<file path="src/design/lcddcg_pkg.sv">
// ----------------------------------------------------------------------------
// lcddcg_pkg: shared types and tables of the lcd draw command generator
// Screen and glyph geometry, controller opcodes, the queued job record,
// the 5x8 font and the MADCTL lookup.
// ----------------------------------------------------------------------------
package lcddcg_pkg;

    // geometry
    localparam int SCREEN_WIDTH  = 160;
    localparam int SCREEN_HEIGHT = 128;
    localparam int GLYPH_WIDTH   = 5;
    localparam int GLYPH_HEIGHT  = 7;

    // coordinate and span widths (a span can reach the full screen size)
    localparam int XW = $clog2(SCREEN_WIDTH + 1);
    localparam int YW = $clog2(SCREEN_HEIGHT + 1);

    localparam int RUN_W  = 15;
    localparam int PROD_W = (XW + YW > RUN_W) ? XW + YW : RUN_W;

    // glyph storage: GLYPH_WIDTH columns of 8 bits each
    localparam int GCOL_W    = 3;
    localparam int GROW_W    = 3;
    localparam int GLYPH_BITS = GLYPH_WIDTH * 8;
    localparam int GLYPH_IDX_W = 7;

    localparam int QDEPTH  = 2;
    localparam int QPTR_W  = $clog2(QDEPTH);
    localparam int QCNT_W  = $clog2(QDEPTH + 1);

    // request opcodes
    localparam logic [1:0] OP_FILL = 2'd0;
    localparam logic [1:0] OP_CHAR = 2'd1;
    localparam logic [1:0] OP_ROT  = 2'd2;

    // result kinds
    localparam logic [1:0] KIND_CMD  = 2'd0;
    localparam logic [1:0] KIND_DATA = 2'd1;
    localparam logic [1:0] KIND_RUN  = 2'd2;

    // controller bytes
    localparam logic [7:0] LCD_CASET  = 8'h2A;
    localparam logic [7:0] LCD_RASET  = 8'h2B;
    localparam logic [7:0] LCD_RAMWR  = 8'h2C;
    localparam logic [7:0] LCD_MADCTL = 8'h36;
    localparam logic [7:0] MAD_ROT1   = 8'h60;
    localparam logic [7:0] MAD_ROT2   = 8'hC0;
    localparam logic [7:0] MAD_ROT3   = 8'hA0;
    localparam logic [7:0] MAD_BGR    = 8'h08;

    localparam logic [7:0] FIRST_CODE = 8'h20;
    localparam logic [7:0] FINAL_CODE = 8'h7F;

    // configuration register indexes
    localparam int CFG_IDX_W = 1;
    localparam logic [CFG_IDX_W-1:0] REG_COLUMN_OFFSET = 1'b0;
    localparam logic [CFG_IDX_W-1:0] REG_ROW_OFFSET    = 1'b1;

    typedef struct packed {
        logic [1:0]            op;
        logic [15:0]           win_x0;
        logic [15:0]           win_x1;
        logic [15:0]           win_y0;
        logic [15:0]           win_y1;
        logic [15:0]           fg;
        logic [15:0]           bg;
        logic [GLYPH_BITS-1:0] glyph;
        logic [RUN_W-1:0]      run_len;
        logic [7:0]            madctl;
    } job_t;

    function automatic logic [7:0] madctl_byte(input logic [1:0] rot, input logic rgb);
        logic [7:0] b;
        case (rot)
            2'd0:    b = 8'h00;
            2'd1:    b = MAD_ROT1;
            2'd2:    b = MAD_ROT2;
            default: b = MAD_ROT3;
        endcase
        return rgb ? b : (b | MAD_BGR);
    endfunction

    // column 0 in the lowest byte
    function automatic logic [GLYPH_BITS-1:0] g5(input logic [7:0] c0, input logic [7:0] c1,
                                                 input logic [7:0] c2, input logic [7:0] c3,
                                                 input logic [7:0] c4);
        return {c4, c3, c2, c1, c0};
    endfunction

    // font rom, indexed by code minus 0x20
    function automatic logic [GLYPH_BITS-1:0] glyph_cols(input logic [GLYPH_IDX_W-1:0] idx);
        logic [GLYPH_BITS-1:0] g;
        case (idx)
            7'h00: g = g5(8'h00, 8'h00, 8'h00, 8'h00, 8'h00);
            7'h01: g = g5(8'h00, 8'h00, 8'h5F, 8'h00, 8'h00);
            7'h02: g = g5(8'h00, 8'h07, 8'h00, 8'h07, 8'h00);
            7'h03: g = g5(8'h14, 8'h7F, 8'h14, 8'h7F, 8'h14);
            7'h04: g = g5(8'h24, 8'h2A, 8'h7F, 8'h2A, 8'h12);
            7'h05: g = g5(8'h23, 8'h13, 8'h08, 8'h64, 8'h62);
            7'h06: g = g5(8'h36, 8'h49, 8'h55, 8'h22, 8'h50);
            7'h07: g = g5(8'h00, 8'h05, 8'h03, 8'h00, 8'h00);
            7'h08: g = g5(8'h00, 8'h1C, 8'h22, 8'h41, 8'h00);
            7'h09: g = g5(8'h00, 8'h41, 8'h22, 8'h1C, 8'h00);
            7'h0A: g = g5(8'h08, 8'h2A, 8'h1C, 8'h2A, 8'h08);
            7'h0B: g = g5(8'h08, 8'h08, 8'h3E, 8'h08, 8'h08);
            7'h0C: g = g5(8'h00, 8'h50, 8'h30, 8'h00, 8'h00);
            7'h0D: g = g5(8'h08, 8'h08, 8'h08, 8'h08, 8'h08);
            7'h0E: g = g5(8'h00, 8'h60, 8'h60, 8'h00, 8'h00);
            7'h0F: g = g5(8'h20, 8'h10, 8'h08, 8'h04, 8'h02);
            7'h10: g = g5(8'h3E, 8'h51, 8'h49, 8'h45, 8'h3E);
            7'h11: g = g5(8'h00, 8'h42, 8'h7F, 8'h40, 8'h00);
            7'h12: g = g5(8'h42, 8'h61, 8'h51, 8'h49, 8'h46);
            7'h13: g = g5(8'h21, 8'h41, 8'h45, 8'h4B, 8'h31);
            7'h14: g = g5(8'h18, 8'h14, 8'h12, 8'h7F, 8'h10);
            7'h15: g = g5(8'h27, 8'h45, 8'h45, 8'h45, 8'h39);
            7'h16: g = g5(8'h3C, 8'h4A, 8'h49, 8'h49, 8'h30);
            7'h17: g = g5(8'h01, 8'h71, 8'h09, 8'h05, 8'h03);
            7'h18: g = g5(8'h36, 8'h49, 8'h49, 8'h49, 8'h36);
            7'h19: g = g5(8'h06, 8'h49, 8'h49, 8'h29, 8'h1E);
            7'h1A: g = g5(8'h00, 8'h36, 8'h36, 8'h00, 8'h00);
            7'h1B: g = g5(8'h00, 8'h56, 8'h36, 8'h00, 8'h00);
            7'h1C: g = g5(8'h00, 8'h08, 8'h14, 8'h22, 8'h41);
            7'h1D: g = g5(8'h14, 8'h14, 8'h14, 8'h14, 8'h14);
            7'h1E: g = g5(8'h41, 8'h22, 8'h14, 8'h08, 8'h00);
            7'h1F: g = g5(8'h02, 8'h01, 8'h51, 8'h09, 8'h06);
            7'h20: g = g5(8'h32, 8'h49, 8'h79, 8'h41, 8'h3E);
            7'h21: g = g5(8'h7E, 8'h11, 8'h11, 8'h11, 8'h7E);
            7'h22: g = g5(8'h7F, 8'h49, 8'h49, 8'h49, 8'h36);
            7'h23: g = g5(8'h3E, 8'h41, 8'h41, 8'h41, 8'h22);
            7'h24: g = g5(8'h7F, 8'h41, 8'h41, 8'h22, 8'h1C);
            7'h25: g = g5(8'h7F, 8'h49, 8'h49, 8'h49, 8'h41);
            7'h26: g = g5(8'h7F, 8'h09, 8'h09, 8'h09, 8'h01);
            7'h27: g = g5(8'h3E, 8'h41, 8'h41, 8'h49, 8'h7A);
            7'h28: g = g5(8'h7F, 8'h08, 8'h08, 8'h08, 8'h7F);
            7'h29: g = g5(8'h00, 8'h41, 8'h7F, 8'h41, 8'h00);
            7'h2A: g = g5(8'h20, 8'h40, 8'h41, 8'h3F, 8'h01);
            7'h2B: g = g5(8'h7F, 8'h08, 8'h14, 8'h22, 8'h41);
            7'h2C: g = g5(8'h7F, 8'h40, 8'h40, 8'h40, 8'h40);
            7'h2D: g = g5(8'h7F, 8'h02, 8'h04, 8'h02, 8'h7F);
            7'h2E: g = g5(8'h7F, 8'h04, 8'h08, 8'h10, 8'h7F);
            7'h2F: g = g5(8'h3E, 8'h41, 8'h41, 8'h41, 8'h3E);
            7'h30: g = g5(8'h7F, 8'h09, 8'h09, 8'h09, 8'h06);
            7'h31: g = g5(8'h3E, 8'h41, 8'h51, 8'h21, 8'h5E);
            7'h32: g = g5(8'h7F, 8'h09, 8'h19, 8'h29, 8'h46);
            7'h33: g = g5(8'h46, 8'h49, 8'h49, 8'h49, 8'h31);
            7'h34: g = g5(8'h01, 8'h01, 8'h7F, 8'h01, 8'h01);
            7'h35: g = g5(8'h3F, 8'h40, 8'h40, 8'h40, 8'h3F);
            7'h36: g = g5(8'h1F, 8'h20, 8'h40, 8'h20, 8'h1F);
            7'h37: g = g5(8'h7F, 8'h20, 8'h18, 8'h20, 8'h7F);
            7'h38: g = g5(8'h63, 8'h14, 8'h08, 8'h14, 8'h63);
            7'h39: g = g5(8'h03, 8'h04, 8'h78, 8'h04, 8'h03);
            7'h3A: g = g5(8'h61, 8'h51, 8'h49, 8'h45, 8'h43);
            7'h3B: g = g5(8'h00, 8'h00, 8'h7F, 8'h41, 8'h41);
            7'h3C: g = g5(8'h02, 8'h04, 8'h08, 8'h10, 8'h20);
            7'h3D: g = g5(8'h41, 8'h41, 8'h7F, 8'h00, 8'h00);
            7'h3E: g = g5(8'h04, 8'h02, 8'h01, 8'h02, 8'h04);
            7'h3F: g = g5(8'h40, 8'h40, 8'h40, 8'h40, 8'h40);
            7'h40: g = g5(8'h00, 8'h01, 8'h02, 8'h04, 8'h00);
            7'h41: g = g5(8'h20, 8'h54, 8'h54, 8'h54, 8'h78);
            7'h42: g = g5(8'h7F, 8'h48, 8'h44, 8'h44, 8'h38);
            7'h43: g = g5(8'h38, 8'h44, 8'h44, 8'h44, 8'h20);
            7'h44: g = g5(8'h38, 8'h44, 8'h44, 8'h48, 8'h7F);
            7'h45: g = g5(8'h38, 8'h54, 8'h54, 8'h54, 8'h18);
            7'h46: g = g5(8'h08, 8'h7E, 8'h09, 8'h01, 8'h02);
            7'h47: g = g5(8'h08, 8'h14, 8'h54, 8'h54, 8'h3C);
            7'h48: g = g5(8'h7F, 8'h08, 8'h04, 8'h04, 8'h78);
            7'h49: g = g5(8'h00, 8'h44, 8'h7D, 8'h40, 8'h00);
            7'h4A: g = g5(8'h20, 8'h40, 8'h44, 8'h3D, 8'h00);
            7'h4B: g = g5(8'h00, 8'h7F, 8'h10, 8'h28, 8'h44);
            7'h4C: g = g5(8'h00, 8'h41, 8'h7F, 8'h40, 8'h00);
            7'h4D: g = g5(8'h7C, 8'h04, 8'h18, 8'h04, 8'h78);
            7'h4E: g = g5(8'h7C, 8'h08, 8'h04, 8'h04, 8'h78);
            7'h4F: g = g5(8'h38, 8'h44, 8'h44, 8'h44, 8'h38);
            7'h50: g = g5(8'h7C, 8'h14, 8'h14, 8'h14, 8'h08);
            7'h51: g = g5(8'h08, 8'h14, 8'h14, 8'h18, 8'h7C);
            7'h52: g = g5(8'h7C, 8'h08, 8'h04, 8'h04, 8'h08);
            7'h53: g = g5(8'h48, 8'h54, 8'h54, 8'h54, 8'h20);
            7'h54: g = g5(8'h04, 8'h3F, 8'h44, 8'h40, 8'h20);
            7'h55: g = g5(8'h3C, 8'h40, 8'h40, 8'h20, 8'h7C);
            7'h56: g = g5(8'h1C, 8'h20, 8'h40, 8'h20, 8'h1C);
            7'h57: g = g5(8'h3C, 8'h40, 8'h30, 8'h40, 8'h3C);
            7'h58: g = g5(8'h44, 8'h28, 8'h10, 8'h28, 8'h44);
            7'h59: g = g5(8'h0C, 8'h50, 8'h50, 8'h50, 8'h3C);
            7'h5A: g = g5(8'h44, 8'h64, 8'h54, 8'h4C, 8'h44);
            7'h5B: g = g5(8'h00, 8'h08, 8'h36, 8'h41, 8'h00);
            7'h5C: g = g5(8'h00, 8'h00, 8'h7F, 8'h00, 8'h00);
            7'h5D: g = g5(8'h00, 8'h41, 8'h36, 8'h08, 8'h00);
            7'h5E: g = g5(8'h08, 8'h08, 8'h2A, 8'h1C, 8'h08);
            7'h5F: g = g5(8'h7F, 8'h7F, 8'h7F, 8'h7F, 8'h7F);
            default: g = '0;
        endcase
        return g;
    endfunction

endpackage

</file>
<file path="src/design/lcddcg_back.sv">
// ----------------------------------------------------------------------------
// lcddcg_back: result sequencer
// Steps through the window bytes, then the pixel run or the glyph pixels, or for a rotation the
// MADCTL command and byte; one result per cycle unless the output stalls, into a registered output stage.
// ----------------------------------------------------------------------------
module lcddcg_back
(
    input  logic             clk,
    input  logic             rst_n,
    input  logic             q_valid,
    input  lcddcg_pkg::job_t q_job,
    output logic             q_pop,
    output logic             m_axis_tvalid,
    input  logic             m_axis_tready,
    // value, repeat_res, zero pad
    output logic [31:0]      m_axis_tdata,
    // kind
    output logic [1:0]       m_axis_tuser,
    output logic             m_axis_tlast
);

    localparam int LAST_CHAR = 10 + lcddcg_pkg::GLYPH_WIDTH * lcddcg_pkg::GLYPH_HEIGHT;
    localparam int STEP_W    = $clog2(LAST_CHAR + 1);

    localparam logic [STEP_W-1:0] ST_CASET = STEP_W'(0);
    localparam logic [STEP_W-1:0] ST_X0_HI = STEP_W'(1);
    localparam logic [STEP_W-1:0] ST_X0_LO = STEP_W'(2);
    localparam logic [STEP_W-1:0] ST_X1_HI = STEP_W'(3);
    localparam logic [STEP_W-1:0] ST_X1_LO = STEP_W'(4);
    localparam logic [STEP_W-1:0] ST_RASET = STEP_W'(5);
    localparam logic [STEP_W-1:0] ST_Y0_HI = STEP_W'(6);
    localparam logic [STEP_W-1:0] ST_Y0_LO = STEP_W'(7);
    localparam logic [STEP_W-1:0] ST_Y1_HI = STEP_W'(8);
    localparam logic [STEP_W-1:0] ST_Y1_LO = STEP_W'(9);
    localparam logic [STEP_W-1:0] ST_RAMWR = STEP_W'(10);
    localparam logic [STEP_W-1:0] ST_PIXEL = STEP_W'(11);
    localparam logic [STEP_W-1:0] ST_CHAR_END = STEP_W'(LAST_CHAR);
    localparam logic [STEP_W-1:0] ST_ROT_DATA = STEP_W'(1);

    localparam logic [lcddcg_pkg::GCOL_W-1:0] COL_END =
        lcddcg_pkg::GCOL_W'(lcddcg_pkg::GLYPH_WIDTH - 1);

    lcddcg_pkg::job_t                 job_reg;
    logic                             busy_reg;
    logic [STEP_W-1:0]                step_reg;
    logic [lcddcg_pkg::GCOL_W-1:0]    col_reg;
    logic [lcddcg_pkg::GROW_W-1:0]    row_reg;

    logic                             out_valid_reg;
    logic [1:0]                       out_kind_reg;
    logic [15:0]                      out_value_reg;
    logic [lcddcg_pkg::RUN_W-1:0]     out_rep_reg;
    logic                             out_last_reg;

    logic                             advance;
    logic                             emit;
    logic                             load;
    logic                             pixel_on;
    logic [1:0]                       res_kind;
    logic [15:0]                      res_value;
    logic [lcddcg_pkg::RUN_W-1:0]     res_rep;
    logic                             res_last;

    assign advance  = !out_valid_reg || m_axis_tready;
    assign emit     = busy_reg && advance;
    assign load     = q_valid && (!busy_reg || (emit && res_last));
    assign q_pop    = load;
    assign pixel_on = job_reg.glyph[{col_reg, row_reg}];

    always_comb
    begin
        res_kind  = lcddcg_pkg::KIND_DATA;
        res_value = 16'd0;
        res_rep   = '0;
        res_last  = 1'b0;
        if (job_reg.op == lcddcg_pkg::OP_ROT)
        begin
            if (step_reg == ST_CASET)
            begin
                res_kind  = lcddcg_pkg::KIND_CMD;
                res_value = 16'(lcddcg_pkg::LCD_MADCTL);
            end
            else if (step_reg == ST_ROT_DATA)
            begin
                res_value = 16'(job_reg.madctl);
                res_last  = 1'b1;
            end
        end
        else
        begin
            case (step_reg)
                ST_CASET:
                begin
                    res_kind  = lcddcg_pkg::KIND_CMD;
                    res_value = 16'(lcddcg_pkg::LCD_CASET);
                end
                ST_X0_HI: res_value = 16'(job_reg.win_x0[15:8]);
                ST_X0_LO: res_value = 16'(job_reg.win_x0[7:0]);
                ST_X1_HI: res_value = 16'(job_reg.win_x1[15:8]);
                ST_X1_LO: res_value = 16'(job_reg.win_x1[7:0]);
                ST_RASET:
                begin
                    res_kind  = lcddcg_pkg::KIND_CMD;
                    res_value = 16'(lcddcg_pkg::LCD_RASET);
                end
                ST_Y0_HI: res_value = 16'(job_reg.win_y0[15:8]);
                ST_Y0_LO: res_value = 16'(job_reg.win_y0[7:0]);
                ST_Y1_HI: res_value = 16'(job_reg.win_y1[15:8]);
                ST_Y1_LO: res_value = 16'(job_reg.win_y1[7:0]);
                ST_RAMWR:
                begin
                    res_kind  = lcddcg_pkg::KIND_CMD;
                    res_value = 16'(lcddcg_pkg::LCD_RAMWR);
                end
                default:
                begin
                    res_kind = lcddcg_pkg::KIND_RUN;
                    if (job_reg.op == lcddcg_pkg::OP_FILL)
                    begin
                        res_value = job_reg.fg;
                        res_rep   = job_reg.run_len;
                        res_last  = 1'b1;
                    end
                    else
                    begin
                        res_value = pixel_on ? job_reg.fg : job_reg.bg;
                        res_rep   = lcddcg_pkg::RUN_W'(1);
                        res_last  = (step_reg == ST_CHAR_END);
                    end
                end
            endcase
        end
    end

    always_ff @(posedge clk or negedge rst_n)
    begin
        if (!rst_n)
        begin
            busy_reg      <= 1'b0;
            out_valid_reg <= 1'b0;
            step_reg      <= '0;
            col_reg       <= '0;
            row_reg       <= '0;
        end
        else
        begin
            if (advance)
            begin
                out_valid_reg <= busy_reg;
            end
            if (load)
            begin
                busy_reg <= 1'b1;
                step_reg <= '0;
                col_reg  <= '0;
                row_reg  <= '0;
            end
            else if (emit)
            begin
                if (res_last)
                begin
                    busy_reg <= 1'b0;
                end
                step_reg <= step_reg + 1'b1;
                // glyph pixels go left to right, then down one row
                if (step_reg >= ST_PIXEL)
                begin
                    if (col_reg == COL_END)
                    begin
                        col_reg <= '0;
                        row_reg <= row_reg + 1'b1;
                    end
                    else
                    begin
                        col_reg <= col_reg + 1'b1;
                    end
                end
            end
        end
    end

    always_ff @(posedge clk)
    begin
        if (load)
        begin
            job_reg <= q_job;
        end
        if (emit)
        begin
            out_kind_reg  <= res_kind;
            out_value_reg <= res_value;
            out_rep_reg   <= res_rep;
            out_last_reg  <= res_last;
        end
    end

    assign m_axis_tvalid = out_valid_reg;
    assign m_axis_tdata  = {1'b0, out_rep_reg, out_value_reg};
    assign m_axis_tuser  = out_kind_reg;
    assign m_axis_tlast  = out_last_reg;

endmodule

</file>
<file path="config.mk">
export PLATFORM = sky130hd
export DESIGN_NAME = lcddcg_back
export DESIGN_NICKNAME = d
export VERILOG_FILES = /design/src/design/lcddcg_pkg.sv /design/src/design/lcddcg_back.sv
export SDC_FILE = /design/constraint.sdc
export NUM_CORES = 1
export LEC_CHECK = 0
export BUFFER_PORTS_ARGS = -buffer_cell sky130_fd_sc_hd__buf_2
export CAP_MARGIN = 20
export CELL_PAD_IN_SITES_DETAIL_PLACEMENT = 1
export CELL_PAD_IN_SITES_GLOBAL_PLACEMENT = 1
export CORE_MARGIN = 2
export CORE_UTILIZATION = 39
export CTS_BUF_LIST = sky130_fd_sc_hd__clkbuf_8
export DETAILED_ROUTE_END_ITERATION = 16
export GPL_TIMING_DRIVEN = 0
export PLACE_DENSITY = 0.69
export RECOVER_POWER = 100
export SYNTH_ARGS = -nofsm -noshare
export SYNTH_HDL_FRONTEND = slang
export SYNTH_SLANG_ARGS = --single-unit
</file>
<file path="constraint.sdc">
create_clock -name clk -period 7.31 [get_ports clk]
set_input_delay 0.731 -clock clk [delete_from_list [all_inputs] [get_ports clk]]
set_output_delay 0.731 -clock clk [all_outputs]
set_load 0.02 [all_outputs]
</file>
; ---- After elaboration in Yosys (flattened, before gate mapping)
; Cells that the tools add are included.
[word_totals]
reg_bits = 209
in_bits = 165
output_inout_bits = 37
word_cells = 90
[classes]
add_sub_neg = 3
order_cmp = 2
n_eq_ne = 13
n_mux = 30
n_bitwise = 1
reduce_logical = 21
[ops]
columns = operator, count
row1 = one-hot mux 16 bit (11 select lines), 1
row2 = 2-to-1 mux 16 bit, 3
row3 = == test 6 x 3 -> 1 bit (second input constant), 4
row4 = 2-to-1 mux 3 bit, 8
row5 = == test 6 x 4 -> 1 bit (second input constant), 3
row6 = 2-to-1 mux 8 bit, 2
row7 = OR reduction 13 bit, 1
row8 = == test 6 x 2 -> 1 bit (second input constant), 2
row9 = 2-to-1 mux 6 bit, 2
row10 = OR reduction 12 bit, 1
row11 = 2-to-1 mux 1 bit, 11
row12 = OR reduction 11 bit, 1
row13 = nonzero test 2 bit, 4
row14 = OR reduction 8 bit, 1
row15 = less-than comparator 6 x 7 -> 1 bit (second input constant), 1
row16 = adder 3 x 1 -> 3 bit (second input constant), 2
row17 = adder 6 x 1 -> 6 bit (second input constant), 1
row18 = binary-select mux 1 bit (select 6 bit), 1
row19 = == test 6 x 1 -> 1 bit (second input constant), 1
row20 = == test 6 bit (second input constant), 1
row21 = greater-or-equal comparator 6 x 4 -> 1 bit (second input constant), 1
row22 = logical NOT 6 bit, 1
row23 = one-hot mux 2 bit (2 select lines), 1
row24 = AND reduction 2 bit, 2
row25 = other kinds (10), 14

; ---- Logic depth before layout (Yosys ltp)
[logic_depth]
ltp_word = 9
ltp_mapped = 12
mapped_depth_nobuf = 10

; ---- Worst setup path before layout
; No wires, ideal clock.
[synth_path]
kind = reg-to-output
from = register step_reg[0]
to = output q_pop
arrival_ns = 3.845
t_required_ns = 6.579
setup_slack_ns = 2.734
stages_incl_launch_ff = 9
n_path_buf = 1
cell_sequence = dfrtp_1 > inv_1 > ha_1 > or2_1 > a221oi_1 > nand4_1 > o211ai_1 > and2_1 > buf_2
[synth_between]
elab_chain_cells = 7
elab_cells_between_ends = 21
cone_classes = 11 x eq/ne / 5 x mux / 5 x reduce/logical
[synth_lines]
columns = item, line
row1 = "start, declared", lcddcg_back.sv:45  ; logic [STEP_W-1:0] step_reg;
row2 = "start signal, assigned", lcddcg_back.sv:164  ; step_reg <= step_reg + 1'b1;
row3 = == test 6 x 1 -> 1 bit (tied with other cells), "lcddcg_back.sv:83, lcddcg_back.sv:91"
row4 = OR reduction 11 bit (no source line) (tied with other cells), n/a
row5 = 2-to-1 mux 1 bit (on tied branches), "lcddcg_back.sv:91, lcddcg_back.sv:78"
row6 = 2-to-1 mux 1 bit (*), lcddcg_back.sv:76  ; if (job_reg.op == lcddcg_pkg::OP_ROT)
row7 = logical AND 1 bit (*), lcddcg_back.sv:66  ; assign load = q_valid && (!busy_reg || (emit && res_last));
row8 = logical OR 1 bit (*), lcddcg_back.sv:66
row9 = logical AND 1 bit (*), lcddcg_back.sv:66
row10 = "end, declared", lcddcg_back.sv:12  ; output logic q_pop,
; Mark *: on every way between the ends. The rest lies on a longest branch, timed or not.

; ---- Final worst setup path
[layout_path]
from = register row_reg[0] (netlist name)
to = register out_value_reg[7], data pin
[layout_between]
elab_chain_cells = 6
[layout_lines]
columns = item, line
row1 = "start, declared", lcddcg_back.sv:47  ; logic [lcddcg_pkg::GROW_W-1:0] row_reg;
row2 = "start signal, assigned", lcddcg_back.sv:171  ; row_reg <= row_reg + 1'b1;
row3 = binary-select mux 1 bit (select 6 bit), lcddcg_back.sv:68  ; assign pixel_on = job_reg.glyph[{col_reg, row_reg}];
row4 = 2-to-1 mux 1 bit (not written as such), lcddcg_back.sv:68
row5 = 2-to-1 mux 16 bit, lcddcg_back.sv:126  ; res_value = pixel_on ? job_reg.fg : job_reg.bg;
row6 = 2-to-1 mux 16 bit, lcddcg_back.sv:118  ; if (job_reg.op == lcddcg_pkg::OP_FILL)
row7 = one-hot mux 16 bit (11 select lines), lcddcg_back.sv:91  ; case (step_reg)
row8 = 2-to-1 mux 16 bit, lcddcg_back.sv:76
row9 = via res_value[7], lcddcg_back.sv:60  ; logic [15:0] res_value;
row10 = "end signal, assigned", lcddcg_back.sv:191  ; out_value_reg <= res_value;
row11 = "end, declared", lcddcg_back.sv:51  ; logic [15:0] out_value_reg;
; The timed path passes the listed nets, and every way through them passes these cells. The select of a mux whose other input is x is not followed.
; A chain may end at the register's enable or synchronous reset.

==> results.md <==
- Crit path max fanout: 10
- Synth unique cells: 60
- Pin count of the biggest net entering global routing: 97
- Routability cong.: 0.7771
- Fin. Hold Viols: 0
- Placed Instances: roughly 970
- Post-synth ARST share: 6.699%
- Crit path arrival time: 5600 ps
- Post-CTS Setup Bufs: 0
- Layout area overhead: 23.92%
- First-pass GRT wire length: 30960 um
- Net count after synthesis: 663
- Clock Tree Buf Depth: 3
- Met1 GRT Util: between 20% and 30%
- CTS Buf Count: 38
- Worst Setup Start Kind: register
- Setup_tns: 0 ps
- Initial antenna violation count: 3
- DR vias: between 5000 and 6000
- Gr ovfl total: 0
- CTS tree: yes
- Layout Cells excl Fill: between 1000 and 1500
- Vert. Die Dim: 149.3 um
- Drt drc: 0
- Register area: approximately 6200 um^2
- Dpl hpwl: 14460 um
- Initial core utilization: 39.39%
- Max frequency: 0.1874 GHz
- Drt first-iter violations: 220
- # fillers: 2124
- Rel. slew slack: -129.5%
- Full die area: between 20000 and 25000 um^2
- Root Driver: clkbuf_8
- Failing checks: capacitance limit, slew limit
- Worst-margin pin slew: 3355 ps
- Syn avg cell area: about 17 um^2
- Final wirelength: 20410 um
- Core area: 20890 um^2
- Total of max-cap violations: 2
- H-tree depth: 2
- Largest register FFs: 161
- Flops & latches, synth: 209
- Status: finished, violations left
- WS Path Type: register to register
- Ports: about 200
- CP max stage cell: a2111oi_0
- Routed Antenna Nets: 0
- Leak: approximately 3.8 nW
- WP data required: 7570 ps
- Vias per cell: 5.080
- Met3 Track Usage GR: 4.281%
- EDFF count, synth: 195
- DR pass1 iterations: 4
- RSZ-0062 raised after global routing: no
- Met2 Track Usage GR: 32.10%
- Hold Crit Class: input port to asynchronous set/reset pin
- NumNets Final: 906
- Clock Skew: 32.31 ps
- Tmin final: 5335 ps
- Maximum vdd ir drop: roughly 0.00019 V
- CP max stage delay: 2630 ps
- CTS Sinks: 209
- Ys Warns: 0
- DIE WIDTH: between 100 and 150 um
- Vias in the first global route: 5783
- Std cell rows: 53
- GRT Util Overall: 18.35%
- Final-report setup violation count: 0
- Post-Syn Area: 8228 um^2
- Post-synthesis sequential area ratio: 75.43%
- Period utilization: between 70% and 80%
- Pwr Density: 392.5 nW/um^2
- Multi-input combinational cell area: 1844 um^2
- Reg clk slew, reported paths: 60 ps
- Max-slew violations: 46
- Post-Synthesis Cells: 491
- CP Cell Sequence: clkbuf_1 > buf_12 > mux4_2 > nor2_1 > mux2_4 > a2111oi_0 > nor2_4 > clkbuf_1 > nor3_1 > o41ai_2
- Worst skew pair latency: around 530 ps
- I/O Buffers: 200
- CTS Hold Bufs: 0
- Commonest register cell after synthesis: edfxtp_1
- CTS resizes: 0
- Endpoint type of the worst setup path: register
- Routed WL per cell: 19.68 um
- Cell mode on critical path: clkbuf_1
- GR peak layer: met2
- Share of layout cells above drive strength 1: 29.17%
==> synth_stat cells (all sizes together) (3+ instances only) <==
cell | n | share of area, %
o21ai | 10 | 0.61
ha | 7 | 1.1
nand3b | 3 | 0.27
o211ai | 5 | 0.46
edfxtp | 195 | 71
nor4 | 6 | 0.46
mux2 | 4 | 0.59
a221oi | 5 | 0.53
nor3 | 7 | 0.55
nand2b | 7 | 0.53
and3b | 3 | 0.32
mux2i | 17 | 2.1
mux4 | 8 | 2.3
inv | 7 | 0.32
clkbuf | 9 | 0.41
nor4b | 3 | 0.32
a22o | 6 | 0.64
xor2 | 3 | 0.32
and2 | 19 | 1.4
a21oi | 18 | 1.1
buf | 12 | 1.1
a222oi | 3 | 0.36
nand3 | 9 | 0.55
a211oi | 3 | 0.27
nand2 | 23 | 1.0
a22oi | 16 | 1.5
nor3b | 4 | 0.36
and3 | 6 | 0.46
nor2 | 25 | 1.2
nor2b | 4 | 0.30
a31oi | 3 | 0.23
dfrtp | 14 | 4.3
nand4 | 6 | 0.46
==> critical path, delay by kind of cell (launching register included) <==
kind / cells / cell delay, ps
flip-flops: 1 / 380
multiplexers: 2 / 590
AND/OR/NAND/NOR: 3 / 520
AO/OA/AOI/OAI: 2 / 2720
buffers and inverters: 3 / 860
==> power by group <==
part / total (mW) / internal [mW] / switching, mW
Combinational: 1.19 / 0.374 / 0.813
Clock: 1.00 / 0.531 / 0.471
Sequential: 1.81 / 1.71 / 0.101
==> metrics by stage <==
| step | setup slack [ps] | area (um^2) | util, % | hold slack (ps) | power, mW |
|---|---|---|---|---|---|
| global route | 1526 | 10200 | 48.81 | 333.8 | 4.234 |
| floorplan | 2734 | 8228 | - | 435.4 | 2.633 |
| detailed placement | 2893 | 9613 | 46.02 | 504.4 | 3.085 |
| CTS | 2321 | 10290 | 49.28 | 96.73 | 4.104 |
| finish | 1975 | 10200 | 48.81 | 292.7 | 4.002 |
| global placement | 1213 | 9573 | 45.83 | 501.5 | 3.041 |
==> path summary, 6_finish.rpt <==
| path | slack, ps | depth (start not counted) | startpoint | end |
|---|---|---|---|---|
| setup reg to reg | 1970 | 10 | row_reg[0] | out_value_reg[7] |
| min in group clk | 370 | 1 | q_job[148] | job_reg[148] |
| hold reg to reg | 520 | 2 | job_reg[7] | out_value_reg[7] |
| max in group asynchronous | 6470 | 1 | rst_n | row_reg[0] |
| hold / removal | 290 | 1 | rst_n | col_reg[1] |
| setup / recovery | 1970 | 10 | row_reg[0] | out_value_reg[7] |
==> cell type report <==
cell class	count	area share, %
Sequential cell	209	60.87
Multi-Input combinational cell	254	18.09
Timing Repair Buffer	203	9.609
Clock buffer	39	5.264
Tap cell	275	3.375
Clock inverter	28	1.411
Buffer	21	1.104
Inverter	7	0.2577
Antenna cell	1	0.02454
==> logic make-up after synthesis <==
logic type | count (synthesis) | synth area share [%]
fa+ha+maj | 7 | 1.064
xor+xnor | 3 | 0.3194
compound gates | 84 | 7.664
flops | 209 | 75.43
simple gates | 130 | 8.729
buf+inv | 28 | 1.810
mux | 29 | 4.942
other cells | 1 | 0.04558
==> layout by cell type (no fill, tap or decap), drive strengths merged, types with 8 or more instances in the layout <==
master  instances
and2           19
nand3           9
clkinv         18
o21ai          10
dfrtp          14
clkbuf        101
a21oi          18
buf           162
inv            15
mux4            8
mux2i          17
nor2           25
nand2          23
a22oi          16
edfxtp        195
==> per-layer routing <==
metal / up-vias / wire [um]
met5: - / 30
met4: 4 / 367
met3: 42 / 1351
met2: 172 / 10590
li1: 2435 / -
met1: 2615 / 8071
No activity file was read; power rests on OpenSTA's default activity.
