[src/design/lcddcg_pkg.sv]
// ----------------------------------------------------------------------------
// lcddcg_pkg: shared types and tables of the lcd draw command generator
// Screen and glyph geometry, controller opcodes, the queued job record,
// the 5x8 font and the MADCTL lookup.
// ----------------------------------------------------------------------------
package lcddcg_pkg;

    // geometry
    localparam int SCREEN_WIDTH  = 160;
    localparam int SCREEN_HEIGHT = 128;
    localparam int GLYPH_WIDTH   = 5;
    localparam int GLYPH_HEIGHT  = 7;

    // coordinate and span widths (a span can reach the full screen size)
    localparam int XW = $clog2(SCREEN_WIDTH + 1);
    localparam int YW = $clog2(SCREEN_HEIGHT + 1);

    localparam int RUN_W  = 15;
    localparam int PROD_W = (XW + YW > RUN_W) ? XW + YW : RUN_W;

    // glyph storage: GLYPH_WIDTH columns of 8 bits each
    localparam int GCOL_W    = 3;
    localparam int GROW_W    = 3;
    localparam int GLYPH_BITS = GLYPH_WIDTH * 8;
    localparam int GLYPH_IDX_W = 7;

    localparam int QDEPTH  = 2;
    localparam int QPTR_W  = $clog2(QDEPTH);
    localparam int QCNT_W  = $clog2(QDEPTH + 1);

    // request opcodes
    localparam logic [1:0] OP_FILL = 2'd0;
    localparam logic [1:0] OP_CHAR = 2'd1;
    localparam logic [1:0] OP_ROT  = 2'd2;

    // result kinds
    localparam logic [1:0] KIND_CMD  = 2'd0;
    localparam logic [1:0] KIND_DATA = 2'd1;
    localparam logic [1:0] KIND_RUN  = 2'd2;

    // controller bytes
    localparam logic [7:0] LCD_CASET  = 8'h2A;
    localparam logic [7:0] LCD_RASET  = 8'h2B;
    localparam logic [7:0] LCD_RAMWR  = 8'h2C;
    localparam logic [7:0] LCD_MADCTL = 8'h36;
    localparam logic [7:0] MAD_ROT1   = 8'h60;
    localparam logic [7:0] MAD_ROT2   = 8'hC0;
    localparam logic [7:0] MAD_ROT3   = 8'hA0;
    localparam logic [7:0] MAD_BGR    = 8'h08;

    localparam logic [7:0] FIRST_CODE = 8'h20;
    localparam logic [7:0] FINAL_CODE = 8'h7F;

    // configuration register indexes
    localparam int CFG_IDX_W = 1;
    localparam logic [CFG_IDX_W-1:0] REG_COLUMN_OFFSET = 1'b0;
    localparam logic [CFG_IDX_W-1:0] REG_ROW_OFFSET    = 1'b1;

    typedef struct packed {
        logic [1:0]            op;
        logic [15:0]           win_x0;
        logic [15:0]           win_x1;
        logic [15:0]           win_y0;
        logic [15:0]           win_y1;
        logic [15:0]           fg;
        logic [15:0]           bg;
        logic [GLYPH_BITS-1:0] glyph;
        logic [RUN_W-1:0]      run_len;
        logic [7:0]            madctl;
    } job_t;

    function automatic logic [7:0] madctl_byte(input logic [1:0] rot, input logic rgb);
        logic [7:0] b;
        case (rot)
            2'd0:    b = 8'h00;
            2'd1:    b = MAD_ROT1;
            2'd2:    b = MAD_ROT2;
            default: b = MAD_ROT3;
        endcase
        return rgb ? b : (b | MAD_BGR);
    endfunction

    // column 0 in the lowest byte
    function automatic logic [GLYPH_BITS-1:0] g5(input logic [7:0] c0, input logic [7:0] c1,
                                                 input logic [7:0] c2, input logic [7:0] c3,
                                                 input logic [7:0] c4);
        return {c4, c3, c2, c1, c0};
    endfunction

    // font rom, indexed by code minus 0x20
    function automatic logic [GLYPH_BITS-1:0] glyph_cols(input logic [GLYPH_IDX_W-1:0] idx);
        logic [GLYPH_BITS-1:0] g;
        case (idx)
            7'h00: g = g5(8'h00, 8'h00, 8'h00, 8'h00, 8'h00);
            7'h01: g = g5(8'h00, 8'h00, 8'h5F, 8'h00, 8'h00);
            7'h02: g = g5(8'h00, 8'h07, 8'h00, 8'h07, 8'h00);
            7'h03: g = g5(8'h14, 8'h7F, 8'h14, 8'h7F, 8'h14);
            7'h04: g = g5(8'h24, 8'h2A, 8'h7F, 8'h2A, 8'h12);
            7'h05: g = g5(8'h23, 8'h13, 8'h08, 8'h64, 8'h62);
            7'h06: g = g5(8'h36, 8'h49, 8'h55, 8'h22, 8'h50);
            7'h07: g = g5(8'h00, 8'h05, 8'h03, 8'h00, 8'h00);
            7'h08: g = g5(8'h00, 8'h1C, 8'h22, 8'h41, 8'h00);
            7'h09: g = g5(8'h00, 8'h41, 8'h22, 8'h1C, 8'h00);
            7'h0A: g = g5(8'h08, 8'h2A, 8'h1C, 8'h2A, 8'h08);
            7'h0B: g = g5(8'h08, 8'h08, 8'h3E, 8'h08, 8'h08);
            7'h0C: g = g5(8'h00, 8'h50, 8'h30, 8'h00, 8'h00);
            7'h0D: g = g5(8'h08, 8'h08, 8'h08, 8'h08, 8'h08);
            7'h0E: g = g5(8'h00, 8'h60, 8'h60, 8'h00, 8'h00);
            7'h0F: g = g5(8'h20, 8'h10, 8'h08, 8'h04, 8'h02);
            7'h10: g = g5(8'h3E, 8'h51, 8'h49, 8'h45, 8'h3E);
            7'h11: g = g5(8'h00, 8'h42, 8'h7F, 8'h40, 8'h00);
            7'h12: g = g5(8'h42, 8'h61, 8'h51, 8'h49, 8'h46);
            7'h13: g = g5(8'h21, 8'h41, 8'h45, 8'h4B, 8'h31);
            7'h14: g = g5(8'h18, 8'h14, 8'h12, 8'h7F, 8'h10);
            7'h15: g = g5(8'h27, 8'h45, 8'h45, 8'h45, 8'h39);
            7'h16: g = g5(8'h3C, 8'h4A, 8'h49, 8'h49, 8'h30);
            7'h17: g = g5(8'h01, 8'h71, 8'h09, 8'h05, 8'h03);
            7'h18: g = g5(8'h36, 8'h49, 8'h49, 8'h49, 8'h36);
            7'h19: g = g5(8'h06, 8'h49, 8'h49, 8'h29, 8'h1E);
            7'h1A: g = g5(8'h00, 8'h36, 8'h36, 8'h00, 8'h00);
            7'h1B: g = g5(8'h00, 8'h56, 8'h36, 8'h00, 8'h00);
            7'h1C: g = g5(8'h00, 8'h08, 8'h14, 8'h22, 8'h41);
            7'h1D: g = g5(8'h14, 8'h14, 8'h14, 8'h14, 8'h14);
            7'h1E: g = g5(8'h41, 8'h22, 8'h14, 8'h08, 8'h00);
            7'h1F: g = g5(8'h02, 8'h01, 8'h51, 8'h09, 8'h06);
            7'h20: g = g5(8'h32, 8'h49, 8'h79, 8'h41, 8'h3E);
            7'h21: g = g5(8'h7E, 8'h11, 8'h11, 8'h11, 8'h7E);
            7'h22: g = g5(8'h7F, 8'h49, 8'h49, 8'h49, 8'h36);
            7'h23: g = g5(8'h3E, 8'h41, 8'h41, 8'h41, 8'h22);
            7'h24: g = g5(8'h7F, 8'h41, 8'h41, 8'h22, 8'h1C);
            7'h25: g = g5(8'h7F, 8'h49, 8'h49, 8'h49, 8'h41);
            7'h26: g = g5(8'h7F, 8'h09, 8'h09, 8'h09, 8'h01);
            7'h27: g = g5(8'h3E, 8'h41, 8'h41, 8'h49, 8'h7A);
            7'h28: g = g5(8'h7F, 8'h08, 8'h08, 8'h08, 8'h7F);
            7'h29: g = g5(8'h00, 8'h41, 8'h7F, 8'h41, 8'h00);
            7'h2A: g = g5(8'h20, 8'h40, 8'h41, 8'h3F, 8'h01);
            7'h2B: g = g5(8'h7F, 8'h08, 8'h14, 8'h22, 8'h41);
            7'h2C: g = g5(8'h7F, 8'h40, 8'h40, 8'h40, 8'h40);
            7'h2D: g = g5(8'h7F, 8'h02, 8'h04, 8'h02, 8'h7F);
            7'h2E: g = g5(8'h7F, 8'h04, 8'h08, 8'h10, 8'h7F);
            7'h2F: g = g5(8'h3E, 8'h41, 8'h41, 8'h41, 8'h3E);
            7'h30: g = g5(8'h7F, 8'h09, 8'h09, 8'h09, 8'h06);
            7'h31: g = g5(8'h3E, 8'h41, 8'h51, 8'h21, 8'h5E);
            7'h32: g = g5(8'h7F, 8'h09, 8'h19, 8'h29, 8'h46);
            7'h33: g = g5(8'h46, 8'h49, 8'h49, 8'h49, 8'h31);
            7'h34: g = g5(8'h01, 8'h01, 8'h7F, 8'h01, 8'h01);
            7'h35: g = g5(8'h3F, 8'h40, 8'h40, 8'h40, 8'h3F);
            7'h36: g = g5(8'h1F, 8'h20, 8'h40, 8'h20, 8'h1F);
            7'h37: g = g5(8'h7F, 8'h20, 8'h18, 8'h20, 8'h7F);
            7'h38: g = g5(8'h63, 8'h14, 8'h08, 8'h14, 8'h63);
            7'h39: g = g5(8'h03, 8'h04, 8'h78, 8'h04, 8'h03);
            7'h3A: g = g5(8'h61, 8'h51, 8'h49, 8'h45, 8'h43);
            7'h3B: g = g5(8'h00, 8'h00, 8'h7F, 8'h41, 8'h41);
            7'h3C: g = g5(8'h02, 8'h04, 8'h08, 8'h10, 8'h20);
            7'h3D: g = g5(8'h41, 8'h41, 8'h7F, 8'h00, 8'h00);
            7'h3E: g = g5(8'h04, 8'h02, 8'h01, 8'h02, 8'h04);
            7'h3F: g = g5(8'h40, 8'h40, 8'h40, 8'h40, 8'h40);
            7'h40: g = g5(8'h00, 8'h01, 8'h02, 8'h04, 8'h00);
            7'h41: g = g5(8'h20, 8'h54, 8'h54, 8'h54, 8'h78);
            7'h42: g = g5(8'h7F, 8'h48, 8'h44, 8'h44, 8'h38);
            7'h43: g = g5(8'h38, 8'h44, 8'h44, 8'h44, 8'h20);
            7'h44: g = g5(8'h38, 8'h44, 8'h44, 8'h48, 8'h7F);
            7'h45: g = g5(8'h38, 8'h54, 8'h54, 8'h54, 8'h18);
            7'h46: g = g5(8'h08, 8'h7E, 8'h09, 8'h01, 8'h02);
            7'h47: g = g5(8'h08, 8'h14, 8'h54, 8'h54, 8'h3C);
            7'h48: g = g5(8'h7F, 8'h08, 8'h04, 8'h04, 8'h78);
            7'h49: g = g5(8'h00, 8'h44, 8'h7D, 8'h40, 8'h00);
            7'h4A: g = g5(8'h20, 8'h40, 8'h44, 8'h3D, 8'h00);
            7'h4B: g = g5(8'h00, 8'h7F, 8'h10, 8'h28, 8'h44);
            7'h4C: g = g5(8'h00, 8'h41, 8'h7F, 8'h40, 8'h00);
            7'h4D: g = g5(8'h7C, 8'h04, 8'h18, 8'h04, 8'h78);
            7'h4E: g = g5(8'h7C, 8'h08, 8'h04, 8'h04, 8'h78);
            7'h4F: g = g5(8'h38, 8'h44, 8'h44, 8'h44, 8'h38);
            7'h50: g = g5(8'h7C, 8'h14, 8'h14, 8'h14, 8'h08);
            7'h51: g = g5(8'h08, 8'h14, 8'h14, 8'h18, 8'h7C);
            7'h52: g = g5(8'h7C, 8'h08, 8'h04, 8'h04, 8'h08);
            7'h53: g = g5(8'h48, 8'h54, 8'h54, 8'h54, 8'h20);
            7'h54: g = g5(8'h04, 8'h3F, 8'h44, 8'h40, 8'h20);
            7'h55: g = g5(8'h3C, 8'h40, 8'h40, 8'h20, 8'h7C);
            7'h56: g = g5(8'h1C, 8'h20, 8'h40, 8'h20, 8'h1C);
            7'h57: g = g5(8'h3C, 8'h40, 8'h30, 8'h40, 8'h3C);
            7'h58: g = g5(8'h44, 8'h28, 8'h10, 8'h28, 8'h44);
            7'h59: g = g5(8'h0C, 8'h50, 8'h50, 8'h50, 8'h3C);
            7'h5A: g = g5(8'h44, 8'h64, 8'h54, 8'h4C, 8'h44);
            7'h5B: g = g5(8'h00, 8'h08, 8'h36, 8'h41, 8'h00);
            7'h5C: g = g5(8'h00, 8'h00, 8'h7F, 8'h00, 8'h00);
            7'h5D: g = g5(8'h00, 8'h41, 8'h36, 8'h08, 8'h00);
            7'h5E: g = g5(8'h08, 8'h08, 8'h2A, 8'h1C, 8'h08);
            7'h5F: g = g5(8'h7F, 8'h7F, 8'h7F, 8'h7F, 8'h7F);
            default: g = '0;
        endcase
        return g;
    endfunction

endpackage

[src/design/lcddcg_queue.sv]
// ----------------------------------------------------------------------------
// lcddcg_queue: job queue between front and back
// Small register fifo so that intake and result generation stall apart.
// ----------------------------------------------------------------------------
module lcddcg_queue
(
    input  logic             clk,
    input  logic             rst_n,
    input  logic             push_valid,
    output logic             push_ready,
    input  lcddcg_pkg::job_t push_job,
    output logic             head_valid,
    input  logic             pop,
    output lcddcg_pkg::job_t head_job
);

    lcddcg_pkg::job_t                  entry_reg [lcddcg_pkg::QDEPTH];
    logic [lcddcg_pkg::QPTR_W-1:0]     wr_ptr_reg;
    logic [lcddcg_pkg::QPTR_W-1:0]     rd_ptr_reg;
    logic [lcddcg_pkg::QCNT_W-1:0]     count_reg;
    logic [lcddcg_pkg::QCNT_W-1:0]     count_next;
    logic                              do_push;
    logic                              do_pop;

    assign push_ready = (count_reg != lcddcg_pkg::QCNT_W'(lcddcg_pkg::QDEPTH));
    assign head_valid = (count_reg != '0);
    assign head_job   = entry_reg[rd_ptr_reg];
    assign do_push    = push_valid && push_ready;
    assign do_pop     = pop && head_valid;

    always_comb
    begin
        count_next = count_reg;
        if (do_push && !do_pop)
        begin
            count_next = count_reg + 1'b1;
        end
        else if (do_pop && !do_push)
        begin
            count_next = count_reg - 1'b1;
        end
    end

    always_ff @(posedge clk or negedge rst_n)
    begin
        if (!rst_n)
        begin
            wr_ptr_reg <= '0;
            rd_ptr_reg <= '0;
            count_reg  <= '0;
        end
        else
        begin
            count_reg <= count_next;
            if (do_push)
            begin
                wr_ptr_reg <= (wr_ptr_reg == lcddcg_pkg::QPTR_W'(lcddcg_pkg::QDEPTH - 1))
                              ? '0 : wr_ptr_reg + 1'b1;
            end
            if (do_pop)
            begin
                rd_ptr_reg <= (rd_ptr_reg == lcddcg_pkg::QPTR_W'(lcddcg_pkg::QDEPTH - 1))
                              ? '0 : rd_ptr_reg + 1'b1;
            end
        end
    end

    always_ff @(posedge clk)
    begin
        if (do_push)
        begin
            entry_reg[wr_ptr_reg] <= push_job;
        end
    end

endmodule

[config.mk]
export PLATFORM = sky130hd
export DESIGN_NAME = lcddcg_queue
export DESIGN_NICKNAME = d
export VERILOG_FILES = /design/src/design/lcddcg_pkg.sv /design/src/design/lcddcg_queue.sv
export SDC_FILE = /design/constraint.sdc
export NUM_CORES = 1
export LEC_CHECK = 0
export BUFFER_PORTS_ARGS = -buffer_cell sky130_fd_sc_hd__buf_2
export CORE_MARGIN = 2
export CORE_UTILIZATION = 48
export CTS_BUF_LIST = sky130_fd_sc_hd__clkbuf_8 sky130_fd_sc_hd__clkbuf_16
export DETAILED_ROUTE_END_ITERATION = 8
export GPL_TIMING_DRIVEN = 0
export PLACE_DENSITY = 0.74
export SETUP_SLACK_MARGIN = 0.4
export SLEW_MARGIN = 10
export SYNTH_ARGS = -nofsm -noshare
export SYNTH_HDL_FRONTEND = slang
export SYNTH_SLANG_ARGS = --single-unit
[constraint.sdc]
create_clock -name clk -period 17.5 [get_ports clk]
set_input_delay 1.75 -clock clk [delete_from_list [all_inputs] [get_ports clk]]
set_output_delay 1.75 -clock clk [all_outputs]
set_load 0.02 [all_outputs]
# After elaboration in Yosys (flattened, before gate mapping)
# Memories as Yosys holds them, arrays and structs flattened.
# Index checks and enable logic that the tools add are counted.
# totals
ram_bits,322
n_memories,1
output_inout_bits,163
inputBits,165
elab_cells,23
register_bits,4
# classes
n_eq_ne,1
muxes,6
reduce_logical,8
n_addsub,4
# mem_list
memory,words,width,rd,rd_clocked_by_memory_dff,wr,line,source
entry_reg,2,161,1,0,1,lcddcg_queue.sv:17,lcddcg_pkg::job_t entry_reg [lcddcg_pkg::QDEPTH];
# ops
cell,count
1-bit logical AND,4
1-bit 2-to-1 mux,4
2-bit 2-to-1 mux,2
2-bit nonzero test,2
"1-bit adder, second input constant",2
"2-bit by 1-bit adder with 2-bit output, second input constant",1
1-bit logical NOT,2
"2-bit != test, second input constant",1
"2-bit by 1-bit subtractor with 2-bit output, second input constant",1

# Longest topological paths before layout
# Gate-level depths: netlist (run 1).
# logic_depth
ltp_word,6
ltp_mapped,7
depth_no_buf,7

# Least setup slack after synthesis (run 1)
# OpenSTA, ideal clock, no wires.
# synth_timing
path_type,in2reg
startpoint,in push_valid
endpoint,mem entry_reg[0][0] (netlist name) (enable)
cell_stages,2
n_path_buf,0
path_slack_ps,8289
setup_time_ps,684
arrival_ps,8527
required_ps,16816
cell_sequence,nand2_1 -> nor2_1
# synth_via
elab_chain_cells,3
# synth_rtl
element,line,source
start: declaration,lcddcg_queue.sv:9,"input logic push_valid,"
1-bit logical AND,lcddcg_queue.sv:28,assign do_push = push_valid && push_ready;
1-bit 2-to-1 mux,lcddcg_queue.sv:70,if (do_push)
1-bit 2-to-1 mux (not written as such),lcddcg_queue.sv:72,entry_reg[wr_ptr_reg] <= push_job;
end: declaration,lcddcg_queue.sv:17,
# No other way between the ends.

==> run summary, run 1 <==
Layout area overhead: 27.7%
Gr ovfl total: 0
Post-synth top area share: 0.797
Setup Skew: 0.0117 ns
Routability congestion estimate: 0.739
Library cells used by synthesis: 15
Vias in the first global route: 6284
Final Cycle Share: 0.210
Fillers: 1832
Number of setup violations in the final report: 0
Hold Vio Cnt, Final: 0
Setup TNS: 0 ns
CP max FO: 10
Core area: 25000 um^2
FP Rows: 58
Post-CTS setup buffer count: 0
Max-cap violation count: 0
Hpwl dp: 15800 um
Final net count: 1057
Critical Path AT: 1.93 ns
Clock Sinks: 326
Die Wd: 163 um
Die area: 26600 um^2
DRC Markers: 0
CTS root buffer: clkbuf_16
Post_cts resized: 0
CTS Hold Bufs: 0
Worst IR drop on VDD: 0.117 mV
WL final: 23000 um
I/O pins: 328
DRT iter0 DRCs: 332
WS Path Type: register to output port
Ranking of synthesized cells by area: edfxtp_1 80%, mux2_4 9.9%, mux2_2 7.5%, buf_6 0.93%, dfrtp_1 0.83%
H-tree Lvls: 2
DR WL met3: 1990 um
Routed Antenna Nets: 0
Hold crit path type: register to register
Die Ht: 163 um
Antenna violations before repair: 6
Lkg Pwr: 6.09 nW
Buffers on Ports: 327
Starting density of the core: 0.486
Metal2 WL: 11500 um
Pwr Total: 2.77 mW
Drt pass-1 iters: 4
Share of the yosys chip area belonging to registers: 0.805
Largest net degree at the start of global routing: 53
Avg WL per Cell: 18.4 um
Hold slack final: 0.494 ns
Post-Syn Area: 12100 um^2
Total CTS buffers: 34
Power density over cell area: 179 nW/um^2
Clk slew on worst S/H paths: 0.06 ns
Vias per cell: 4.89
Fmax: 272 MHz
RSZ-0062 raised after global routing: no
Syn Inst Count: 519
CP Launch Type: register
CTS tree: built
Top Metal Used: met5
Share of layout cells above drive strength 1: 0.615
Global-route wire length before repair: 33800 um
Fin crit period: 3.68 ns
Setup WS post-layout: 13.82 ns
Place WS: 13.79 ns
Final count of pins violating max slew: 0
Mapped Avg Cell Area: 23.4 um^2
Overall Global Routing Usage: 0.167
Max reg flops: 322
WP data required: 15.75 ns
Vias: 6110
Slew margin rel.: 0.651
Most frequent cells in the layout: 335 x buf_2, 322 x edfxtp_1, 81 x mux2_2
Worst-skew pair later-pin latency: 0.50 ns
CTS max path bufs: 3
Setup crit end kind: output port
Most common cell after layout, fill and taps aside: buf_2
Post-synth top area cell: edfxtp_1
Status: finished clean
M1 wire length: 8790 um
Net Count, Synth: 685
Synth Register Bits: 326
YS warnings: 0
Worst-Margin Slew: 0.522 ns
-- routing by layer --
metal | track usage | vias up
met2 | 0.284 | 239
met1 | 0.196 | 2984
met4 | 0.0664 | 4
li1 | - | 2825
met5 | 0 | -
met3 | 0.0576 | 58
-- cells in the mapped netlist --
library cell,count
xnor2_1,3
mux2_2,81
inv_1,1
xor2_1,2
or2_2,1
mux2_4,80
edfxtp_1,322
dfrtp_1,4
nand2b_1,1
ha_1,1
buf_2,8
buf_6,10
and3_1,1
nand2_1,2
nor2_1,2
-- report_power, final --
group	leakage [nW]	switching [mW]	internal, mW	total (mW)
sequential	3.04	0.0382	1.07	1.10
combinational	2.49	0.563	0.418	0.980
clock	0.558	0.275	0.408	0.684
total	6.09	0.876	1.89	2.77
-- kinds of logic (layout without fill, tap and decap cells) --
logic type    after synthesis  count (layout)  synth area share
flops                     326             326             0.805
buf+inv                    19             415            0.0129
xor+xnor                    5               5           0.00361
fa+ha+maj                   1               1           0.00103
other cells                 0               4                 0
simple gates                7               7           0.00279
mux                       161             161             0.174
-- path summary, 6_finish.rpt --
path / cells after the start / to / startpoint / slack [ns]
worst min-delay path: 1 / count_reg[1] / count_reg[1] / 0.49
max in group asynchronous: 1 / count_reg[1] / rst_n / 16.31
worst max-delay path: 5 / head_job[78] / rd_ptr_reg / 13.82
worst min register to register: 1 / count_reg[1] / count_reg[1] / 0.49
worst max register to register: 7 / entry_reg[0][38] / count_reg[0] / 15.07
min in group asynchronous: 1 / wr_ptr_reg / rst_n / 1.05
-- critical path, stage by stage (launching register included) --
cell and delay [ns]:
dfrtp_1 0.34, buf_6 0.16, buf_6 0.21, buf_6 0.21
mux2_4 0.34, buf_2 0.16
-- layout make-up --
| class | instances | area (um^2) | area share |
|---|---|---|---|
| flip-flops and latches | 326 | 9770 | 0.631 |
| multi-input cells | 174 | 2220 | 0.143 |
| repair buffers | 336 | 1850 | 0.119 |
| clock buffers | 37 | 926 | 0.0598 |
| well taps | 330 | 413 | 0.0267 |
| plain buffers | 18 | 153 | 0.00986 |
| clock inverters | 23 | 151 | 0.00977 |
| diodes | 4 | 10.0 | 0.000646 |
| inverters | 1 | 3.75 | 0.000242 |
-- per-stage QoR --
step	area (um^2)	std cells	util
after floorplan	12100	519	-
after global placement	14200	1176	0.568
after detailed placement	14400	1185	0.577
after CTS	15500	1245	0.620
after global routing	15500	1247	0.620
final	15500	1249	0.620
(Power assumes the default switching activity.)
==> inputs of run 2 (changes only) <==
- ABC_AREA: not set -> 1
- clock period: 17.5 -> 3.7 ns (I/O delays scaled with it)
==> run 2 against run 1 <==
Compared with the run above: register-to-register slack worse by 14 ns; first-iteration DRC count is 29% higher; cell count is 28% higher; largest cell class unchanged; sequential cell count stayed put; global-route usage is 3.1 points higher; combinational power grew to 5.1 times the previous value; area after synthesis is 1.4% lower; critical endpoint is now head_job[106]; die area is 1.3% lower.
==> run summary, run 2 <==
Status: finished clean (unchanged)
Post_cts resized: 0 (unchanged)
Clock Sinks: 326 (unchanged)
Fin crit period: 2.25 ns
Final net count: 1414 (was 1057)
Core area: 24400 um^2 (was 25000 um^2)
Buffers on Ports: 327 (unchanged)
Leading cell type by number of instances after synthesis: nand2_1 (was edfxtp_1)
Setup crit end kind: output port (unchanged)
Seq. cell area: 9770 um^2 (unchanged)
Die area: 26200 um^2 (was 26600 um^2)
Post-DP Area: 14400 um^2 (about the same)
Max reg flops: 322 (unchanged)
Routability congestion estimate: 0.748 (was 0.739)
Most common cell after layout, fill and taps aside: nand2_1 (was buf_2)
Worst-Margin Slew: 0.655 ns (was 0.522 ns)
Post-synth EDFFs: 322 (unchanged)
H-tree Lvls: 2 (unchanged)
Library cells used by synthesis: 15 (unchanged)
WL final: 26300 um (was 23000 um)
Drt pass-1 iters: 4 (unchanged)
Layout area overhead: 28.9% (was 27.7%)
Slowest stage cell, crit path: dfrtp_1 (unchanged)
Design area: 15400 um^2 (was 15500 um^2)
Antenna violations before repair: 7 (was 6)
CTS Hold Bufs: 1 (was 0)
Power density over cell area: 866 nW/um^2 (was 179 nW/um^2)
Post-synth top area cell: edfxtp_1 (unchanged)
Most frequent cells in the layout: 481 x nand2_1, 351 x buf_2, 322 x edfxtp_1 (was 335 x buf_2, 322 x edfxtp_1, 81 x mux2_2)
Most common library cells after synthesis: 483 x nand2_1, 322 x edfxtp_1, 24 x buf_2, 10 x nand2_2, 9 x buf_6 (was 322 x edfxtp_1, 81 x mux2_2, 80 x mux2_4, 10 x buf_6, 8 x buf_2)
CTS root buffer: clkbuf_16 (unchanged)
Worst Path Buf+Inv: 5 (was 4)
Mapped Avg Cell Area: 13.8 um^2 (was 23.4 um^2)
Ys flop type: edfxtp_1 (unchanged)
Net Count, Synth: 1035 (was 685)
Routed Antenna Nets: 0 (unchanged)
Critical Path AT: 1.88 ns (was 1.93 ns)
CP max FO: 10 (unchanged)
Total CTS buffers: 35 (was 34)
CP Launch Type: register (unchanged)
Die Wd: 162 um (was 163 um)
Avg WL per Cell: 16.4 um (was 18.4 um)
Ranking of synthesized cells by area: edfxtp_1 81%, nand2_1 15%, buf_2 1.0%, buf_6 0.85%, dfrtp_1 0.84% (was edfxtp_1 80%, mux2_4 9.9%, mux2_2 7.5%, buf_6 0.93%, dfrtp_1 0.83%)
YS warnings: 0 (unchanged)
Share of the yosys chip area belonging to registers: 0.817 (was 0.805)
Hold Vio Cnt, Final: 0 (unchanged)
Post-synth top area share: 0.808 (was 0.797)
DRT iter0 DRCs: 427 (was 332)
Slowest Stage Delay on Critical Path: 0.36 ns (was 0.34 ns)
Pwr Total: 13.4 mW (was 2.77 mW)
Post-route core utilization: 0.633 (was 0.620)
Syn Inst Count: 869 (was 519)
Overall Global Routing Usage: 0.198 (was 0.167)
Area of the multi-input gates: 1960 um^2 (was 2220 um^2)
Vias in the first global route: 7759 (was 6284)
Post-CTS setup buffer count: 0 (unchanged)
Starting density of the core: 0.491 (was 0.486)
Max-cap violation count: 0 (unchanged)
WS Path Type: register to output port (unchanged)
Vias: 7643 (was 6110)
Slew margin rel.: 0.562 (was 0.651)
Setup TNS: 0 ns (unchanged)
CTS tree: built (unchanged)
Gr ovfl total: 0 (unchanged)
Die Ht: 162 um (was 163 um)
RSZ-0062 raised after global routing: no (unchanged)
Share of layout cells above drive strength 1: 0.344 (was 0.615)
Largest net degree at the start of global routing: 29 (was 53)
Final count of pins violating max slew: 0 (unchanged)
Setup Skew: 0.0162 ns (was 0.0117 ns)
Post-Syn Area: 12000 um^2 (was 12100 um^2)
Lkg Pwr: 6.72 nW (was 6.09 nW)
Fillers: 1862 (was 1832)
CP cell instances: buf_4 -> inv_4 -> buf_6 -> buf_6 -> nand2_1 -> nand2_1 -> buf_2 (was buf_6 -> buf_6 -> buf_6 -> mux2_4 -> buf_2)
Synth Register Bits: 326 (unchanged)
Hold crit path type: input port to register (was register to register)
Async SR Flop Fraction: 0.0123 (unchanged)
WP data required: 3.33 ns (was 15.75 ns)
Clk slew on worst S/H paths: 0.06 ns (about the same)
Global-route wire length before repair: 40000 um (was 33800 um)
I/O pins: 328 (unchanged)
Worst IR drop on VDD: 0.534 mV (was 0.117 mV)
Final Cycle Share: 0.607
Hpwl dp: 18700 um (was 15800 um)
DRC Markers: 0 (unchanged)
Fmax: 445 MHz
CTS max path bufs: 3 (unchanged)
FP Rows: 57 (was 58)
Delay-heaviest family, CP: buffers and inverters (unchanged)
Number of setup violations in the final report: 0 (unchanged)
Worst-skew pair later-pin latency: 0.50 ns (about the same)
Vias per cell: 4.78 (was 4.89)
## run 2: cell type report
class,instances,area share
Sequential cell,326,0.633
Timing Repair Buffer,342,0.128
Multi-Input combinational cell,501,0.127
Clock buffer,35,0.0568
Tap cell,324,0.0263
Buffer,35,0.0153
Clock inverter,25,0.0107
Inverter,7,0.00187
Antenna cell,3,0.000487
## run 2: kinds of logic after synthesis
| group | synth area share |
|---|---|
| xor gates and xnor gates | 0.00146 |
| and+or+nand+nor | 0.159 |
| buffers and inverters | 0.0222 |
| DFF | 0.817 |
| adders and majority gates | 0.00105 |
## run 2: routing by layer
layer  share of wire  up-vias  GRT usage
met5          0.0019        -          0
met4           0.033        8     0.0788
met3           0.078       73     0.0577
met2            0.53      258      0.360
met1            0.36     3586      0.217
li1                -     3718          -
## run 2: power breakdown
group          internal [mW]  leakage (nW)  switching [mW]
Sequential              5.03          3.04           0.188
Combinational           1.55          3.14            3.43
Clock                   1.85         0.534            1.31
Total                   8.43          6.72            4.93
## run 2: worst paths after layout
kind	start	to	slack, ns	depth (start not counted)
min reg2reg	count_reg[0]	count_reg[0]	0.52	1
min in group asynchronous	rst_n	wr_ptr_reg	0.28	2
min	push_job[109]	entry_reg[0][109]	0.06	1
max	rd_ptr_reg	head_job[106]	1.45	7
max reg2reg	count_reg[0]	entry_reg[0][120]	1.50	7
max in group asynchronous	rst_n	count_reg[1]	3.29	2
## run 2: stage by stage
stage | worst slack (ns) | hold slack, ns | instances
final | 1.45 | 0.0610 | 1598
after global routing | 1.32 | 0.0340 | 1598
after CTS | 1.37 | 0.0395 | 1595
after detailed placement | 1.48 | 0.181 | 1534
after global placement | -0.990 | 0.179 | 1520
after floorplan | 0.260 | 0.0744 | 869
==> inputs of run 3 (changes only) <==
- ABC_AREA: 1 -> 0
- clock period: 3.7 -> 2.3 ns (I/O delays scaled with it)
==> run 3 against run 2 <==
Compared with the run above: die area rose by 1.3%; clock power rose by 50%; utilization rose by 6.0 points; critical endpoint is now head_job[55].
==> run summary, run 3 (synthesized netlist as in run 1, its figures left out) <==
Slowest stage cell, crit path: dfrtp_1 (unchanged)
FP Rows: 58 (was 57)
Pwr Total: 21.5 mW (was 13.4 mW)
Total CTS buffers: 31 (was 35)
DRC Markers: 0 (unchanged)
Avg WL per Cell: 19.0 um (was 16.4 um)
WP data required: 2.07 ns (was 3.33 ns)
Die Ht: 163 um (was 162 um)
Final Cycle Share: 0.914
Lkg Pwr: 6.85 nW (was 6.72 nW)
Most common cell after layout, fill and taps aside: buf_2 (was nand2_1)
Clock Sinks: 326 (unchanged)
Antenna violations before repair: 2 (was 7)
Routability congestion estimate: 0.730 (was 0.748)
Post-route core utilization: 0.693 (was 0.633)
Power density over cell area: 1250 nW/um^2 (was 866 nW/um^2)
CTS tree: built (unchanged)
Layout area overhead: 42.5% (was 28.9%)
Most frequent cells in the layout: 327 x buf_2, 322 x edfxtp_1, 164 x dlygate4sd3_1 (was 481 x nand2_1, 351 x buf_2, 322 x edfxtp_1)
WS Path Type: register to output port (unchanged)
Overall Global Routing Usage: 0.195 (was 0.198)
Design area: 17300 um^2 (was 15400 um^2)
WL final: 27000 um (was 26300 um)
Hpwl dp: 16300 um (was 18700 um)
Worst-skew pair later-pin latency: 0.54 ns (was 0.50 ns)
Number of setup violations in the final report: 0 (unchanged)
CTS root buffer: clkbuf_16 (unchanged)
Core area: 25000 um^2 (was 24400 um^2)
Clk slew on worst S/H paths: 0.06 ns (about the same)
Critical Path AT: 1.87 ns (was 1.88 ns)
Vias in the first global route: 7549 (was 7759)
Global-route wire length before repair: 39700 um (was 40000 um)
Largest net degree at the start of global routing: 57 (was 29)
CP Launch Type: register (unchanged)
Starting density of the core: 0.486 (was 0.491)
Die area: 26600 um^2 (was 26200 um^2)
Final net count: 1231 (was 1414)
Setup Skew: 0.0104 ns (was 0.0162 ns)
Slowest Stage Delay on Critical Path: 0.34 ns (was 0.36 ns)
CP max FO: 10 (unchanged)
Max-cap violation count: 0 (unchanged)
DRT iter0 DRCs: 375 (was 427)
FF-to-FF setup slack: 0.53 ns (was 1.50 ns)
Gr ovfl total: 0 (unchanged)
Hold crit path type: input port to async pin (was input port to register)
RSZ-0062 raised after global routing: yes (was no)
Worst IR drop on VDD: 0.859 mV (was 0.534 mV)
Worst-Margin Slew: 0.320 ns (was 0.655 ns)
Status: finished clean (unchanged)
Max reg flops: 322 (unchanged)
Vias per cell: 4.92 (was 4.78)
Buffers on Ports: 327 (unchanged)
H-tree Lvls: 1 (was 2)
I/O pins: 328 (unchanged)
Routed Antenna Nets: 0 (unchanged)
CTS max path bufs: 3 (unchanged)
Post-DP Area: 14400 um^2 (about the same)
Hold Vio Cnt, Final: 0 (unchanged)
Share of layout cells above drive strength 1: 0.530 (was 0.344)
CP cell instances: buf_6 -> buf_12 -> buf_12 -> mux2_4 -> buf_2 (was buf_4 -> inv_4 -> buf_6 -> buf_6 -> nand2_1 -> nand2_1 -> buf_2)
Final count of pins violating max slew: 0 (unchanged)
Vias: 6985 (was 7643)
Slew margin rel.: 0.786 (was 0.562)
Fin crit period: 2.10 ns
Drt pass-1 iters: 4 (unchanged)
Die Wd: 163 um (was 162 um)
CP most frequent cell: buf_12
Setup crit end kind: output port (unchanged)
Fmax: 476 MHz
==> run 3: cell types whose count changed in the layout (fill, tap and decap cells not counted), sizes merged, moves of 2 or more <==
cell,change
buf,-11
and3,+2
clkinv,-4
xnor2,+2
dlygate4sd3,+163
inv,-5
mux2,+161
nand2,-491
nand3,-2
==> run 3: layout make-up <==
type	instances	area, um^2
diodes	3	7.51
plain buffers	18	297
clock buffers	33	803
clock inverters	21	148
fillers	1550	7680
inverters	1	3.75
multi-input cells	175	2240
flip-flops and latches	326	9770
well taps	330	413
repair buffers	512	3600
==> run 3: layer usage <==
metal  global-route usage  vias up  share of wire
met5                    0        -              0
met4               0.0720        0          0.032
li1                     -     3169              -
met2                0.355      351           0.52
met3               0.0598       65          0.095
met1                0.214     3400           0.36
==> run 3: through the flow <==
step	setup WS [ns]	TNS [ns]	std cells	hold slack, ns
after floorplan	-1.15	-303.73	519	-0.0656
after global placement	-2.48	-684.38	1176	0.0371
after detailed placement	0.240	0	1185	0.0407
after CTS	0.144	0	1411	0.0159
after global routing	0.133	0	1417	0.0449
final	0.198	0	1419	0.0524
==> run 3: final timing paths <==
path                                         end  cells after the start          from
worst min-delay path                  rd_ptr_reg                      2         rst_n
worst max-delay path                head_job[55]                      5    rd_ptr_reg
min in group clk                entry_reg[1][34]                      2  push_job[34]
worst max register to register  entry_reg[0][63]                      6  count_reg[0]
max in group asynchronous             wr_ptr_reg                      2         rst_n
worst min register to register      count_reg[0]                      1  count_reg[0]
==> run 3: worst max-delay path: cells and delay by family, from the launching register on <==
kind / cells / cell delay (ns)
muxes: 1 / 0.31
DFF: 1 / 0.34
buffers and inverters: 4 / 0.65
==> run 3: power by group <==
group | internal [mW] | switching [mW] | leakage [nW] | total [mW]
sequential | 8.10 | 0.338 | 3.04 | 8.44
combinational | 3.80 | 4.56 | 3.32 | 8.36
clock | 2.71 | 2.02 | 0.500 | 4.73
==> run 3: timing repair <==
item | CTS | global route
cloned | 1 | 1
endpoints found under the setup margin | 246 | 208
resized for setup | 31 | 13
hold endpoints to repair | 328 | 0
buffers inserted | 7 | 4
pin swaps | 2 | 0
hold buffers | 164 | 0
